## src/hdl/mbe_pkg.sv

```systemverilog
`default_nettype none

package mbe_pkg;

    // fixed point: c is signed Q4.28, z is signed Q2.28
    localparam int FRAC_BITS = 28;
    localparam int C_W       = 32;
    localparam int Z_W       = 30;   // |Re z|, |Im z| < 2.0 while iterating
    localparam int STEP_W    = 29;
    localparam int COORD_W   = 10;
    localparam int CNT_W     = 16;
    localparam int IDX_W     = 20;
    localparam int PROD_W    = 2 * Z_W;
    localparam int ACC_W     = PROD_W + 2;

    localparam int Q_DEPTH   = 2;

    // register map, index = paddr[3:2]
    typedef enum logic [1:0] {
        REG_ORIGIN_REAL = 2'd0,
        REG_ORIGIN_IMAG = 2'd1,
        REG_PIXEL_STEP  = 2'd2,
        REG_ITER_LIMIT  = 2'd3
    } t_reg_idx;

    localparam logic [C_W-1:0]    RST_ORIGIN_REAL = 32'hE000_0000;
    localparam logic [C_W-1:0]    RST_ORIGIN_IMAG = 32'hE800_0000;
    localparam logic [STEP_W-1:0] RST_PIXEL_STEP  = 29'd786432;
    localparam logic [CNT_W-1:0]  RST_ITER_LIMIT  = 16'd1000;

    typedef struct packed {
        logic signed [C_W-1:0] origin_real;
        logic signed [C_W-1:0] origin_imag;
        logic [STEP_W-1:0]     pixel_step;
        logic [CNT_W-1:0]      iteration_limit;
    } t_cfg;

    typedef struct packed {
        logic signed [C_W-1:0] cr;
        logic signed [C_W-1:0] ci;
        logic [IDX_W-1:0]      pixel_index;
    } t_job;

    typedef struct packed {
        logic full;
        logic empty;
    } t_q_stat;

endpackage

`default_nettype wire

```

## src/hdl/mbe_queue.sv

```systemverilog
`default_nettype none

module mbe_queue (
    input  logic            i_clk,
    input  logic            i_rst_n,
    input  logic            i_push,
    input  mbe_pkg::t_job   i_job,
    input  logic            i_pop,
    output mbe_pkg::t_job   o_job,
    output mbe_pkg::t_q_stat o_stat
);
    import mbe_pkg::*;

    localparam int PTR_W = (Q_DEPTH > 1) ? $clog2(Q_DEPTH) : 1;
    localparam int CNT_W_Q = $clog2(Q_DEPTH + 1);

    t_job               r_mem [Q_DEPTH];
    logic [PTR_W-1:0]   r_wr, n_wr;
    logic [PTR_W-1:0]   r_rd, n_rd;
    logic [CNT_W_Q-1:0] r_cnt, n_cnt;

    function automatic logic [PTR_W-1:0] f_inc(input logic [PTR_W-1:0] p);
        logic [PTR_W-1:0] q;
        q = (p == PTR_W'(Q_DEPTH - 1)) ? '0 : p + PTR_W'(1);
        return q;
    endfunction

    always_comb begin
        n_wr  = i_push ? f_inc(r_wr) : r_wr;
        n_rd  = i_pop  ? f_inc(r_rd) : r_rd;
        n_cnt = r_cnt + CNT_W_Q'(i_push) - CNT_W_Q'(i_pop);
    end

    always_ff @(posedge i_clk) begin
        if (!i_rst_n) begin
            r_wr  <= '0;
            r_rd  <= '0;
            r_cnt <= '0;
        end else begin
            r_wr  <= n_wr;
            r_rd  <= n_rd;
            r_cnt <= n_cnt;
        end
    end

    always_ff @(posedge i_clk) begin
        if (i_push) begin
            r_mem[r_wr] <= i_job;
        end
    end

    assign o_job        = r_mem[r_rd];
    assign o_stat.full  = (r_cnt == CNT_W_Q'(Q_DEPTH));
    assign o_stat.empty = (r_cnt == '0);

endmodule

`default_nettype wire

```

## config.mk

```make
export PLATFORM = sky130hd
export DESIGN_NAME = mbe_queue
export DESIGN_NICKNAME = d
export VERILOG_FILES = /design/src/hdl/mbe_pkg.sv /design/src/hdl/mbe_queue.sv
export SDC_FILE = /design/constraint.sdc
export NUM_CORES = 1
export LEC_CHECK = 0
export BUFFER_PORTS_ARGS = -buffer_cell sky130_fd_sc_hd__buf_2
export CAP_MARGIN = 5
export CORE_MARGIN = 2
export CORE_UTILIZATION = 56
export DETAILED_ROUTE_END_ITERATION = 10
export PLACE_DENSITY = 0.9
export SLEW_MARGIN = 0
export SYNTH_ARGS = -nofsm -noshare
export SYNTH_HDL_FRONTEND = slang
export SYNTH_SLANG_ARGS = --single-unit
```

## constraint.sdc

```tcl
create_clock -name i_clk -period 9.6 [get_ports i_clk]
set_input_delay 0.96 -clock i_clk [delete_from_list [all_inputs] [get_ports i_clk]]
set_output_delay 0.96 -clock i_clk [all_outputs]
set_load 0.01 [all_outputs]
```

Word-level counts from Yosys, hierarchy flattened. Memory sizes are Yosys's and may differ from the RTL's. A register that Yosys moved wholly into a read port is not among the register bits. Index checks and enable logic that the tools add are counted.

Register bits: 4. Memory bits (writable): 168. Bits of input ports: 88. Output and inout port bits: 86. Word-level logic and storage cells: 16. Memories kept: 1.

Memories: r_mem (words 2, bits a word 84, rd ports 1, clocked after Yosys merged registers in 1, write ports 1, line mbe_queue.sv:17) `t_job r_mem [Q_DEPTH];`.

Add/subtract/negate cells: 4. Eq/ne operators: 1. Muxes and demuxes: 6. Reduce and logical (&&, ||, !) cells: 1.

Operators by type and width (number): 1-bit two-way mux (6); 1-bit adder, second input constant (2); 2-bit by 1-bit adder with 2-bit output (1); 2-bit == test, second input constant (1); 2-bit logical NOT (1); 2-bit by 1-bit subtractor with 2-bit output (1).

Depth between registers and ports, before layout.
Depth in word-level cells: 4. Gate-level depth with buffers: 6.

Worst setup path before layout. Ideal clock, no wire load.

Path type: input to register. Start: input port i_push. End: memory r_mem[0][0] in the netlist's numbering, enable pin. Setup time: 0.538 ns. Arrival: 4.660 ns. Path slack: 4.403 ns. Stages: 1. Buffers on the path: 0. Cell sequence: nor2b_1.

Word-level cells in the longest chain between the ends: 2.

RTL lines: start, declared (line mbe_queue.sv:6) `input logic i_push,`; 1-bit two-way mux (line mbe_queue.sv:47) `if (i_push) begin`; 1-bit two-way mux (implied by the code) (line mbe_queue.sv:48) `r_mem[r_wr] <= i_job;`; end, declared (line mbe_queue.sv:17).

No other way between the ends.

==> impl_metrics.py <==
metrics = {
    "sta": {
        "slew_violations": 0,
        "tns_ns": 0,
        "tightest_slew_ns": 1.13,
        "fmax_mhz": 294,
        "clock_skew_ns": 0.00618,
        "finalHoldViolations": 0,
        "rsz0062_at_grt": "false",
        "maxSlewHeadroom_pct": 24.8,
        "fin_crit_ns": 3.40,
        "post-route-period-util_pct": 35.4,
        "finalSetupViolations": 0,
    },
    "layout": {
        "drive_above_1_share_pct": 60.4,
        "nFillCells": 700,
        "syn_to_final_growth_pct": 24.2,
        "nets": 557,
    },
    "worst_setup_path": {
        "crit_arrival_ns": 2.44,
        "critPathLaunchType": "register",
        "crit_required_ns": 8.64,
        "cp_slowest_cell": "buf_4",
        "crit_path_max_incr_delay_ns": 0.83,
        "crit_type": "reg2out",
        "path_cells": "buf_4 -> mux2_4 -> buf_2",
        "crit_fanout": 57,
        "endpoint_kind": "primary output",
    },
    "grt": {
        "track_usage_pct": 17.9,
        "antenna_found_initial": 1,
        "first_global_vias": 3290,
        "grt-ovfl-total": 0,
        "grt_max_degree": 85,
        "grt_pass1_wl_um": 16800,
    },
    "power_and_ir_drop": {
        "seq_power_share_pct": 51.0,
        "ir_drop_mv": 0.157,
        "power_leakage_nw": 3.21,
        "power.switching_uw": 355,
        "power_mw": 1.75,
        "swShare_pct": 20.4,
        "comb_power_share_pct": 10.7,
        "power.internal_mw": 1.39,
        "powerDensity_mw_per_mm2": 215,
        "p_clk_share_pct": 38.3,
    },
    "yosys": {
        "synth_edf_count": 168,
        "yosysSeqAreaShare_pct": 78.8,
        "avgSynthCellArea_um2": 23.2,
        "synth_fp_nets": 372,
        "yosys_most_used_dff": "edfxtp_1",
        "yosysMostFrequentCell": "edfxtp_1",
        "synthArstFlopShare_pct": 0,
        "synthCells": 282,
        "synth_cell_type_count": 14,
        "synthTopCellsByCount": "edfxtp_1, mux2_4, mux2_2, buf_6, dfxtp_1",
        "ys_ff_latch": 173,
        "synth_area_leaders": "edfxtp_1, mux2_4, mux2_2",
        "synth_top_cell_by_area": "edfxtp_1",
        "syn_area_mm2": 0.00653,
        "ys_warn_count": 0,
        "synth_top_area_share_pct": 77.3,
    },
    "drt": {
        "drt-met1-wl_um": 4360,
        "post_drt_wl_per_cell_um": 17.8,
        "route.met3.wl_um": 860,
        "post_drt_via_cell_ratio": 5.12,
        "drc": 0,
        "routed.top_layer": "met4",
        "routed_wl_um": 11100,
        "initialDrtViolationCount": 197,
        "antenna_left": 0,
        "dr_total_vias": 3197,
        "firstDrtPassIters": 4,
        "met2_length_um": 5700,
    },
    "clocking": {
        "cts_setup_buffers": 0,
        "clkSlewWorstSetupHoldPaths_ns": 0.06,
        "clkLatencyLatePin_ns": 0.41,
        "cts_made_buffers": 17,
        "cts_htree_levels": 4,
        "cts_sinks": 173,
        "cts_resized": 0,
        "cts_tree": "done",
        "cts_buffer_depth": 2,
        "cts_root_buffer": "clkbuf_16",
        "cts_hold_buf": 0,
    },
    "placement": {
        "portBuffers": 173,
        "routabilityCongestion": 0.707,
        "dp_hpwl_um": 7250,
    },
    "die": {
        "chipWidth_um": 112,
        "dieArea_mm2": 0.0125,
        "start_util_pct": 57.2,
        "core_mm2": 0.0114,
        "rows": 39,
        "io_pins": 174,
        "die_h_um": 112,
    },
    "outcome": {
        "status": "completed",
    },
    "run": {
        "maxCapViolCount": 0,
    },
    "hold_path": {
        "min_path_type": "reg2reg",
    },
}
[registers in the layout, indices dropped and copies added (netlist names), named ones only]
name	cells
r_mem	168
r_cnt	2
r_rd	1
r_wr	1
[cells in the final DEF, fill, tap and decap left out, types with 2 or more instances in the layout]
cell,n
buf_4,2
and2_1,3
inv_1,2
clkbuf_16,17
edfxtp_1,168
bufinv_16,2
clkbuf_1,4
dfxtp_1,4
clkinv_2,3
mux2_4,60
buf_2,173
clkbuf_8,5
nor2b_1,3
ha_1,2
mux2_2,24
[area by class of cell]
class                   instances  area (um2)  area share [%]
multi-input cells              98        1300            16.0
clock buffers                  26         509            6.28
inverters                       2        7.51          0.0926
flip-flops and latches        173        5150            63.5
clock inverters                 6        82.6            1.02
well taps                     143         179            2.21
diodes                          1        2.50          0.0309
repair buffers                175         881            10.9
[per-stage QoR]
stage / hold slack (ns) / utilization (%) / instances / setup WS (ns) / instance area, um2
global placement: 0.556 / 65.8 / 591 / 6.62 / 7510
finish: 0.614 / 71.0 / 624 / 6.20 / 8110
global route: 0.624 / 71.0 / 623 / 6.05 / 8110
detailed placement: 0.589 / 65.8 / 591 / 6.58 / 7510
floorplan: 0.555 / - / 282 / 4.40 / 6530
CTS: 0.628 / 71.0 / 623 / 6.13 / 8110
[path summary, 6_finish.rpt]
| path | from | end | slack, ns | depth (start not counted) |
|---|---|---|---|---|
| worst min-delay path | r_rd$_SDFFE_PN0P_ | register | 0.61 | 2 |
| worst min register to register | r_rd$_SDFFE_PN0P_ | register | 0.61 | 2 |
| worst max-delay path | register | o_job[59] | 6.20 | 3 |
| worst max register to register | r_wr$_SDFFE_PN0P_ | r_mem[0][24]$_DFFE_PP_ | 7.44 | 2 |
[worst max-delay path, delay by kind of cell, from the launching register on]
family	cells	cell delay [ns]
flip-flops	1	0.61
buffers and inverters	2	0.97
multiplexers	1	0.36
[power by group through the flow]
stage	Combinational (mW)	Clock [mW]	Sequential (mW)
4_1_cts	0.189	0.684	0.891
3_3_place_gp	0.184	0	0.902
5_1_grt	0.200	0.711	0.894
3_5_place_dp	0.189	0	0.906
6_report	0.187	0.669	0.890
2_1_floorplan	0.123	0	0.900
[logic make-up (layout without fill, tap and decap cells)]
family / count (synthesis) / after routing / synth area share [%]
AO/OA/AOI/OAI: 1 / 1 / 0.115
XOR/XNOR: 2 / 2 / 0.479
adder cells (fa/ha/maj): 2 / 2 / 0.383
buffers and inverters: 11 / 209 / 1.48
flip-flops: 173 / 173 / 78.8
multiplexers: 84 / 84 / 17.9
other: 0 / 1 / 0
AND/OR/NAND/NOR: 9 / 9 / 0.824
[routing by layer]
metal  track usage (%)  vias up
met3              6.04       17
met1              21.4     1550
met5                 0        -
met2              30.0      141
met4              7.48        0
li1                  -     1489
Power figures use the tool's default switching activity.
