**config.mk**
```make
export PLATFORM = sky130hd
export DESIGN_NAME = mbe_front_flat
export DESIGN_NICKNAME = d
export VERILOG_FILES = /design/src/hdl/mbe_pkg.sv /design/src/hdl/mbe_if.sv /design/src/hdl/mbe_front.sv /design/src/flat_wrapper.sv
export SDC_FILE = /design/constraint.sdc
export NUM_CORES = 1
export LEC_CHECK = 0
export BUFFER_PORTS_ARGS = -buffer_cell sky130_fd_sc_hd__buf_2
export CELL_PAD_IN_SITES_DETAIL_PLACEMENT = 0
export CELL_PAD_IN_SITES_GLOBAL_PLACEMENT = 1
export CORE_ASPECT_RATIO = 0.75
export CORE_MARGIN = 2
export CORE_UTILIZATION = 52
export CTS_CLUSTER_DIAMETER = 40
export DETAILED_ROUTE_END_ITERATION = 10
export PLACE_DENSITY = 0.95
export SKIP_CTS_REPAIR_TIMING = 1
export SLEW_MARGIN = 15
export SYNTH_ARGS = -nofsm -noshare
export SYNTH_HDL_FRONTEND = slang
export SYNTH_SLANG_ARGS = --single-unit
```
**constraint.sdc**
```tcl
create_clock -name i_clk -period 17.6 [get_ports i_clk]
set_input_delay 2.64 -clock i_clk [delete_from_list [all_inputs] [get_ports i_clk]]
set_output_delay 2.64 -clock i_clk [all_outputs]
set_load 0.01 [all_outputs]
```
**src/hdl/mbe_pkg.sv**
```systemverilog
`default_nettype none

package mbe_pkg;

    // fixed point: c is signed Q4.28, z is signed Q2.28
    localparam int FRAC_BITS = 28;
    localparam int C_W       = 32;
    localparam int Z_W       = 30;   // |Re z|, |Im z| < 2.0 while iterating
    localparam int STEP_W    = 29;
    localparam int COORD_W   = 10;
    localparam int CNT_W     = 16;
    localparam int IDX_W     = 20;
    localparam int PROD_W    = 2 * Z_W;
    localparam int ACC_W     = PROD_W + 2;

    localparam int Q_DEPTH   = 2;

    // register map, index = paddr[3:2]
    typedef enum logic [1:0] {
        REG_ORIGIN_REAL = 2'd0,
        REG_ORIGIN_IMAG = 2'd1,
        REG_PIXEL_STEP  = 2'd2,
        REG_ITER_LIMIT  = 2'd3
    } t_reg_idx;

    localparam logic [C_W-1:0]    RST_ORIGIN_REAL = 32'hE000_0000;
    localparam logic [C_W-1:0]    RST_ORIGIN_IMAG = 32'hE800_0000;
    localparam logic [STEP_W-1:0] RST_PIXEL_STEP  = 29'd786432;
    localparam logic [CNT_W-1:0]  RST_ITER_LIMIT  = 16'd1000;

    typedef struct packed {
        logic signed [C_W-1:0] origin_real;
        logic signed [C_W-1:0] origin_imag;
        logic [STEP_W-1:0]     pixel_step;
        logic [CNT_W-1:0]      iteration_limit;
    } t_cfg;

    typedef struct packed {
        logic signed [C_W-1:0] cr;
        logic signed [C_W-1:0] ci;
        logic [IDX_W-1:0]      pixel_index;
    } t_job;

    typedef struct packed {
        logic full;
        logic empty;
    } t_q_stat;

endpackage

`default_nettype wire

```
**src/hdl/mbe_if.sv**
```systemverilog
`default_nettype none

interface mbe_pix_if;
    logic       valid;
    logic       ready;
    logic [9:0] pixel_col;
    logic [9:0] pixel_row;

    modport source (output valid, output pixel_col, output pixel_row, input ready);
    modport sink   (input valid, input pixel_col, input pixel_row, output ready);
endinterface


`default_nettype wire

```
**src/hdl/mbe_front.sv**
```systemverilog
`default_nettype none

module mbe_front #(
    parameter int IMAGE_WIDTH = 1024
) (
    input  logic             i_clk,
    input  logic             i_rst_n,
    mbe_pix_if.sink          i_pix,
    input  mbe_pkg::t_cfg    i_cfg,
    input  mbe_pkg::t_q_stat i_q_stat,
    output logic             o_push,
    output mbe_pkg::t_job    o_job
);
    import mbe_pkg::*;

    localparam int MAP_W = STEP_W + COORD_W;
    localparam int SUM_W = MAP_W + 2;

    logic             r_v, n_v;
    logic [MAP_W-1:0] r_prod_re;
    logic [MAP_W-1:0] r_prod_im;
    logic [IDX_W-1:0] r_index;
    logic             accept;

    // origin + offset, clamped to the signed 32-bit range
    function automatic logic signed [C_W-1:0] f_map(
        input logic signed [C_W-1:0] origin,
        input logic [MAP_W-1:0]      offs
    );
        logic signed [SUM_W-1:0] sum;
        logic signed [C_W-1:0]   res;
        sum = $signed({{(SUM_W-C_W){origin[C_W-1]}}, origin})
            + $signed({2'b00, offs});
        if (!sum[SUM_W-1] && (|sum[SUM_W-2:C_W-1])) begin
            res = {1'b0, {(C_W-1){1'b1}}};
        end else if (sum[SUM_W-1] && !(&sum[SUM_W-2:C_W-1])) begin
            res = {1'b1, {(C_W-1){1'b0}}};
        end else begin
            res = sum[C_W-1:0];
        end
        return res;
    endfunction

    assign i_pix.ready = !r_v || !i_q_stat.full;
    assign accept      = i_pix.valid && i_pix.ready;
    assign o_push      = r_v && !i_q_stat.full;

    always_comb begin
        n_v = r_v;
        if (accept) begin
            n_v = 1'b1;
        end else if (o_push) begin
            n_v = 1'b0;
        end
    end

    always_ff @(posedge i_clk) begin
        if (!i_rst_n) begin
            r_v <= 1'b0;
        end else begin
            r_v <= n_v;
        end
    end

    always_ff @(posedge i_clk) begin
        if (accept) begin
            r_prod_re <= MAP_W'(i_cfg.pixel_step) * MAP_W'(i_pix.pixel_col);
            r_prod_im <= MAP_W'(i_cfg.pixel_step) * MAP_W'(i_pix.pixel_row);
            r_index   <= IDX_W'(IDX_W'(i_pix.pixel_row) * IDX_W'(IMAGE_WIDTH)
                                + IDX_W'(i_pix.pixel_col));
        end
    end

    assign o_job.cr          = f_map(i_cfg.origin_real, r_prod_re);
    assign o_job.ci          = f_map(i_cfg.origin_imag, r_prod_im);
    assign o_job.pixel_index = r_index;

endmodule

`default_nettype wire

```
**src/flat_wrapper.sv**
```systemverilog
// flat-port wrapper written by rule: the top's interface ports become plain ports
module mbe_front_flat import mbe_pkg::*;
#(
    parameter int IMAGE_WIDTH = 1024
)
  (i_clk, i_rst_n, i_cfg, i_q_stat, o_push, o_job, i_pix_valid, i_pix_pixel_col, i_pix_pixel_row, i_pix_ready);
  mbe_pix_if i_pix_i ();
  input  logic i_clk;
  input  logic i_rst_n;
  input  mbe_pkg::t_cfg i_cfg;
  input  mbe_pkg::t_q_stat i_q_stat;
  output logic o_push;
  output mbe_pkg::t_job o_job;
  input wire logic [$bits(i_pix_i.valid)-1:0] i_pix_valid;
  input wire logic [$bits(i_pix_i.pixel_col)-1:0] i_pix_pixel_col;
  input wire logic [$bits(i_pix_i.pixel_row)-1:0] i_pix_pixel_row;
  output wire logic [$bits(i_pix_i.ready)-1:0] i_pix_ready;
  assign i_pix_i.valid = i_pix_valid;
  assign i_pix_i.pixel_col = i_pix_pixel_col;
  assign i_pix_i.pixel_row = i_pix_pixel_row;
  assign i_pix_ready = i_pix_i.ready;
  mbe_front #(.IMAGE_WIDTH(IMAGE_WIDTH)) u_core (.i_clk(i_clk), .i_rst_n(i_rst_n), .i_pix(i_pix_i), .i_cfg(i_cfg), .i_q_stat(i_q_stat), .o_push(o_push), .o_job(o_job));
endmodule
```
======== Word-level counts from Yosys, hierarchy flattened ========
Index checks and enable logic that the tools add are counted.
storage, ports and cells
  flip-flop bits (word level) ............. 99
  input bits .............................. 134
  output and inout port bits .............. 86
  logic and storage cells ................. 33
operators by class
  $add $sub $neg .......................... 3
  $mul .................................... 2
  muxes and demuxes ....................... 6
  reduce and logical (&&, ||, !) cells .... 18
operator list
  cell                                            count
  32-bit two-way mux                              4
  32-bit by 40-bit adder with 41-bit output       2
  29-bit by 10-bit multiplier with 39-bit output  2
  20-bit by 10-bit adder with 20-bit output       1
  9-bit AND reduction                             2
  9-bit OR reduction                              2
  1-bit logical AND                               6
  1-bit logical NOT                               6
  1-bit two-way mux                               2
  2-bit nonzero test                              1
  1-bit logical OR                                1

======== Depth between registers and ports, before layout ========
Gate-level depths: netlist (run 1).
  depth in word-level cells ............... 6
  gate-level depth with buffers ........... 24
  gate-level depth less buffers ........... 23

======== Worst setup path before layout (run 1) ========
No wires, ideal clock.
  kind .................................... input-to-reg
  start ................................... input port i_pix_pixel_col[3]
  end ..................................... register u_core.r_prod_re[37], data pin
  setup time .............................. 0.259 ns
  arrival time ............................ 8.321 ns
  data required time ...................... 17.341 ns
  setup slack ............................. 9.020 ns
  cell stages on the path ................. 22
  path buffers ............................ 2
  cell sequence ........................... clkbuf_1 clkbuf_1 nand2_1 fa_1 inv_1 fa_1 inv_1 fa_1 inv_1 fa_1 fa_1 ha_1 a2111o_1 o211ai_1 a211oi_1 o41a_1 o21ai_0 o21ai_0 and4_1 o31a_1 o21ai_0 xnor2_1
on the way
  word-level cells in the longest chain between the ends .. 1
ends and longest elaborated chain
  item                                            line                text
  from (decl)                                     flat_wrapper.sv:15  input wire logic [$bits(i_pix_i.pixel_col)-1:0] i_pix_pixel_col;
  29-bit by 10-bit multiplier with 39-bit output  mbe_front.sv:67     r_prod_re <= MAP_W'(i_cfg.pixel_step) * MAP_W'(i_pix.pixel_col);
  to (signal assigned)                            mbe_front.sv:67
  to (decl)                                       mbe_front.sv:20     logic [MAP_W-1:0] r_prod_re;
Every way passes these cells.
A chain may end at the register's enable or synchronous reset.

==> results.md, run 1 <==
- Status: finished clean
- Ys async rst share: 0%
- Vias in the first global route: roughly 21k
- Nets: 3,674
- Final setup viols: 0
- Slew margin rel.: 48.7%
- Global route overflow: 0
- Clk slew on worst S/H paths: 0.08 ns
- Setup TNS: 0 ns
- Pwr per Cell Area: 187 mW/mm^2
- Fin worst setup slack: a little under 8 ns
- Worst Max-Slew Pin Slew: 0.767 ns
- Fin crit share: a little under three fifths
- IO Pins: 220
- Sw frac: 50.5%
- Internal power: 0.00249 W
- FP Rows: 69
- Peak supply drop: 0.000144 V
- DRC Markers: 0
- Element type at the critical path start: input port
- Crit path to: o_job[54]
- Buffers added on ports: between 200 and 250
- EDFF count, synth: 98
- Fin. Hold Viols: 0
- CTS tree: done
- Via Count: 19.7k
- HPWL after DPL: about 46 mm
- H-tree depth: 3
- Vias per cell: roughly 5.6
- Worst R2R Start: u_core.r_v$_SDFFE_PN0P_
- Worst Path Required: 14.96 ns
- Tot GR Track Use: about 25%
- Yosys warns: 0
- P_leak: roughly 13 nW
- Synthesis-to-layout area growth: 6.25%
- Initial core utilization: 53.1%
- Final WL: 60.1 mm
- Seq cells post-synth: 99
- Filler Cell Count: 4,321
- Combinational share of power: 84.7%
- Core area: 0.0477 sq mm
- CP Class: in2out
- Tightest Hold Check Type: reg2reg
- WP data arrival: just over 7 ns
- Worst hold slack: roughly 0.55 ns
- R2R depth: 3
- DRT Pass-1 Iters: 5
- Minimum clock period: 9.80 ns
- RSZ-0062 raised after global routing: no
- Seq/Total Area, Yosys: 11.7%
- Width of the die: between 200 and 300 microns
- Cell area after layout: 0.0269 sq mm
- Part of the power in registers: a little under an eighth
- Fin. max-slew vios: 0
- Avg Cell Area, Syn: between 8 and 9 sq um
- CTS sink cnt: between 90 and 100
- # Max-Cap Violations: 0
- Clk Latency, worst-skew pair: 0.39 ns
- Antenna violations before repair: 5
- Post-route ant nets: 0
- CTS Buf Count: 9
- Initial DRC count: 1,288
- FMAX: 102 MHz
- Leading area contributor after synthesis: fa_1
- Layout cell share with drive strength beyond 1: 8.59%
- CP Capture Type: primary output
- Die area: just over 0.05 sq mm
- Switch Pwr: 0.00254 W
- Clock root buffer: clkbuf_16
- Crit path launch: i_cfg[77]
- Mapped Nets: approximately 3.6k
- Post-synth top area share: 34.0%
- Routed len/inst: 17.0 microns
- Core Util, Final: 56.4%
- Mapped Cells: 2,817
- Worst Clk Skew: 0.0109 ns
- Max Fanout on Critical Path: 23
- Worst slack at placement: 7.50 ns
- Routability Congestion: approximately 0.9
- Yosys cell types: 73
- Worst r2r dst: u_core.r_prod_re[32]$_DFFE_PP_
- Pin count of the biggest net entering global routing: 53
- Post-Syn Area: about 0.025 sq mm
- R2r setup slk: about 16 ns
- Height of the die: 195 microns
- Clk pwr share: approximately 4%
- First-pass GRT wire length: just over 100 mm
- Synth area leaders: fa_1 34%, edfxtp_1 12%, ha_1 11%, and2_1 7.8%, inv_1 6.1%
- Max Root-Sink Buffers: 2
- DP Area: 0.0266 sq mm
- Main synth FF type: edfxtp_1
-- cell families after synthesis --
group                    synth area share, %
buffers and inverters                   8.33
XOR/XNOR                                4.85
AND/OR/NAND/NOR                         17.5
AO/OA/AOI/OAI                           12.2
flip-flops                              11.7
adder cells (fa/ha/maj)                 45.3
multiplexers                          0.0445
-- power by group through the flow --
stage	Clock, W	Sequential (W)	Combinational (W)
2_1_floorplan	0	0.000563	0.00336
3_3_place_gp	0	0.000575	0.00413
3_5_place_dp	0	0.000575	0.00424
4_1_cts	0.000206	0.000570	0.00427
5_1_grt	0.000214	0.000577	0.00486
6_report	0.000200	0.000568	0.00426
-- routing by layer --
metal  share of wire [%]  track usage [%]  routed length [microns]
met1                  45             34.5                    26900
met3                 6.3             4.35                     3780
met4                 1.0             4.28                      631
met2                  48             41.0                    28900
met5               0.037                0                       22
-- registers in the layout (all words and copies together) (netlist names) --
signal / count
u_core.r_index: 20
u_core.r_v: 1
u_core.r_prod_im: 39
u_core.r_prod_re: 39
-- synthesized netlist by cell type, drive strengths merged (3+ instances only) --
master   instances
a2111oi          6
a211o            3
a211oi          20
a21o            73
a21oi          130
a221o            3
a221oi           3
a22o             3
a31o             5
a31oi           20
and2           317
and3            22
and4            10
buf              7
clkbuf         144
edfxtp          98
fa             430
ha             228
inv            408
nand2          343
nand2b          19
nand3           28
nand4           22
nor2            74
nor2b            9
nor3            18
o211ai           9
o21a            13
o21ai          136
o21bai          23
o221ai           3
o31ai            5
o41ai            3
or2              5
or3              4
xnor2           88
xor2            52
-- per-stage QoR --
stage / total power [W] / cells
after floorplan: 0.00393 / 2817
after global placement: 0.00470 / 3509
after detailed placement: 0.00481 / 3509
after CTS: 0.00505 / 3525
after global routing: 0.00565 / 3527
final: 0.00503 / 3528
-- cells in the final DEF (no fill, tap or decap), drive strengths merged, types with 88 or more instances in the layout --
cell | synthesis | layout
o21ai | 136 | 136
ha | 228 | 228
nand2 | 343 | 343
and2 | 317 | 317
xnor2 | 88 | 88
inv | 408 | 410
a21oi | 130 | 130
buf | 7 | 204
fa | 430 | 430
edfxtp | 98 | 98
-- worst max-delay path: stages --
cell      delay [ns]
buf_2           0.10
ha_1            0.24
fa_1            0.44
a211oi_2        0.28
o211ai_2        0.15
a41oi_2         0.40
a2111o_1        0.29
a31oi_1         0.12
o21ai_0         0.54
o211ai_1        0.26
a311o_1         0.47
o41ai_4         0.63
clkbuf_8        0.32
o21ai_0         0.11
buf_2           0.18
-- worst min-delay path by stage --
stage,slack (ns),endpoint,depth (start not counted),startpoint
floorplan,0.49,u_core.r_v$_SDFFE_PN0P_,2,u_core.r_v$_SDFFE_PN0P_
global placement,0.51,u_core.r_v$_SDFFE_PN0P_,2,u_core.r_v$_SDFFE_PN0P_
detailed placement,0.55,u_core.r_v$_SDFFE_PN0P_,2,u_core.r_v$_SDFFE_PN0P_
CTS,0.56,u_core.r_v$_SDFFE_PN0P_,2,u_core.r_v$_SDFFE_PN0P_
global route,0.61,u_core.r_v$_SDFFE_PN0P_,2,u_core.r_v$_SDFFE_PN0P_
finish,0.55,u_core.r_v$_SDFFE_PN0P_,2,u_core.r_v$_SDFFE_PN0P_
-- cell type report --
type                    instances  area, sq um  share of cell area (%)
inverters                     408         1530                    5.70
repair buffers                205         1040                    3.87
flip-flops and latches         99         2960                    11.0
clock inverters                 6         50.0                   0.186
well taps                     639          800                    2.97
multi-input cells            2159        20300                    75.4
diodes                          2         5.00                  0.0186
clock buffers                  10          229                   0.852
(Power assumes the default switching activity.)
==> run 2: changes to the inputs <==
CORE_UTILIZATION = 49   (was 52)
PLACE_DENSITY = 0.91   (was 0.95)
clock period = 9.3 ns   (was 17.6 ns; I/O delays follow)
==> run 2 against run 1 <==
Global-route usage down 0.90 points. Combinational power is 89% higher. Die area increased by 6.0%. Sequential power rose by 88%. Count of clock-buffer cells in the layout shrank 1. Setup slack got worse by 6.4 ns. Wire length grew 0.77%. Critical endpoint is now u_core.r_prod_re[36]$_DFFE_PP_. Largest cell class unchanged. Highest routed layer unchanged.
==> results.md, run 2 (synthesis results as in run 1) <==
- Fin. max-slew vios: 0
- # Max-Cap Violations: 0
- Vias per cell: 5.56
- Tot GR Track Use: approximately a quarter
- Reg area: 0.00296 sq mm
- H-tree depth: 3
- Die area: 0.0535 sq mm
- Layout cell share with drive strength beyond 1: 8.72%
- Initial DRC count: 1,168
- Worst hold stages: 2
- CP Class: in2reg
- Buffers added on ports: 202
- Largest regs: u_core.r_prod_im: 39 flops, u_core.r_prod_re: 39 flops, u_core.r_index: 20 flops
- Fin. Hold Viols: 0
- CTS Buf Count: 9
- Status: finished clean
- P_leak: between 10 and 15 nW
- DRT Pass-1 Iters: 5
- Post-Route M1 WL: 27.4 mm
- Final WL: 60.6 mm
- Met2 routed WL: roughly 30 mm
- Minimum clock period: 7.92 ns
- Crit-path slowest cell: a2111oi_1
- R2R depth: 3
- Synthesis-to-layout area growth: 6.46%
- Worst Clk Skew: 0.0104 ns
- Fin crit share: 85.2%
- Max layer used: met5
- Post-Layout Cell Count: 3,560
- IO Pins: 220
- Setup TNS: 0 ns
- Routability Congestion: 0.880
- Element type at the critical path start: input port
- Max incr delay on CP: about 0.81 ns
- Routed wl met3: 3.35 mm
- Width of the die: roughly 270 microns
- CP Capture Type: register
- CTS tree: done
- Via Count: 19.8k
- Max Fanout on Critical Path: 30
- Global route overflow: 0
- Worst R2R Start: u_core.r_v$_SDFFE_PN0P_
- Initial core utilization: 49.3%
- Height of the die: 201 microns
- Nets: 3,677
- Vias in the first global route: 21.0k
- Most common cell after layout, fill and taps aside: fa_1
- Core area: 0.0513 sq mm
- Final setup viols: 0
- Crit path launch: i_pix_pixel_col[1]
- Clk slew on worst S/H paths: 0.08 ns
- Pin count of the biggest net entering global routing: between 50 and 60
- Tightest Hold Check Type: reg2reg
- DRC Markers: 0
- Clk Latency, worst-skew pair: approximately 0.40 ns
- Pwr per Cell Area: between 300 and 400 mW/mm^2
- HPWL after DPL: around 46 mm
- Slew margin rel.: 42.2%
- Critical Path Most Common Cell: fa_1
- FP Rows: 72
- FMAX: 126 MHz
- Worst-path cell chain: buf_2 > nand2_1 > fa_1 > inv_1 > fa_1 > inv_1 > fa_1 > inv_1 > fa_1 > fa_1 > ha_1 > o21ai_0 > nand2b_1 > a31o_2 > a2111oi_1 > o221ai_1 > a2111oi_0 > nor3_1 > a211o_1 > a21oi_1 > xnor2_1
- Worst Max-Slew Pin Slew: approximately 0.87 ns
- Clock root buffer: clkbuf_16
- Max Root-Sink Buffers: 2
- CTS sink cnt: 99
- Min-delay src: u_core.r_v$_SDFFE_PN0P_
- DP Cell Count: 3,540
- Worst Path Required: 9.46 ns
- Post-route ant nets: 0
- Antenna violations before repair: 6
- Routed len/inst: 17.0 microns
- RSZ-0062 raised after global routing: no
- Peak supply drop: 0.000231 V
- Commonest non-fill, non-tap cells in the layout: 430 x fa_1, 408 x inv_1, 343 x nand2_1
- Filler Cell Count: 4,742
- WP data arrival: 8.08 ns
- Multi-input gate area: 0.0203 sq mm
- First-pass GRT wire length: 104 mm
[run 2: cell count changes in the layout (fill, tap and decap cells not counted)]
cell and delta:
clkbuf_1 -1, diode_2 +2, clkinvlp_4 -1, clkinv_2 +2, clkbuf_8 -1, buf_4 +4
[run 2: path summary, 6_finish.rpt]
| check | slack (ns) | to |
|---|---|---|
| setup reg to reg | 7.23 | u_core.r_prod_re[31]$_DFFE_PP_ |
| hold reg to reg | 0.54 | u_core.r_v$_SDFFE_PN0P_ |
| setup / recovery | 1.38 | u_core.r_prod_re[36]$_DFFE_PP_ |
| hold / removal | 0.54 | u_core.r_v$_SDFFE_PN0P_ |
[run 2: stage by stage]
stage | hold slack [ns] | setup WS, ns | util [%] | power (W) | instance area [sq um]
floorplan | 0.487 | 1.97 | - | 0.00743 | 25300
global placement | 0.505 | 1.17 | 51.9 | 0.00891 | 26600
detailed placement | 0.521 | 1.07 | 51.9 | 0.00911 | 26600
CTS | 0.534 | 1.46 | 52.5 | 0.00956 | 26900
global route | 0.558 | 0.868 | 52.5 | 0.0107 | 26900
finish | 0.537 | 1.38 | 52.5 | 0.00953 | 26900
[run 2: final cells by class]
class,instances,area share (%)
flip-flops and latches,99,11.0
diodes,4,0.0372
well taps,666,3.09
repair buffers,208,3.92
multi-input cells,2159,75.2
clock buffers,9,0.836
inverters,408,5.69
clock inverters,7,0.195
[run 2: routing by layer]
layer	GRT usage [%]	vias to the layer above
met5	0	-
met4	3.65	6
met3	3.89	52
met2	39.9	527
met1	33.3	10000
li1	-	9193
[run 2: worst max-delay path, delay by kind of cell]
kind            cells  cell delay [ns]
fa+ha+maj           6             2.88
xor+xnor            1             0.08
buf+inv             4             0.66
compound gates      7             2.57
simple gates        3             0.47
[run 2: where the power goes]
group | switching, W | internal (W)
Clock | 0.000197 | 0.000183
Combinational | 0.00457 | 0.00350
Sequential | 0.0000576 | 0.00102
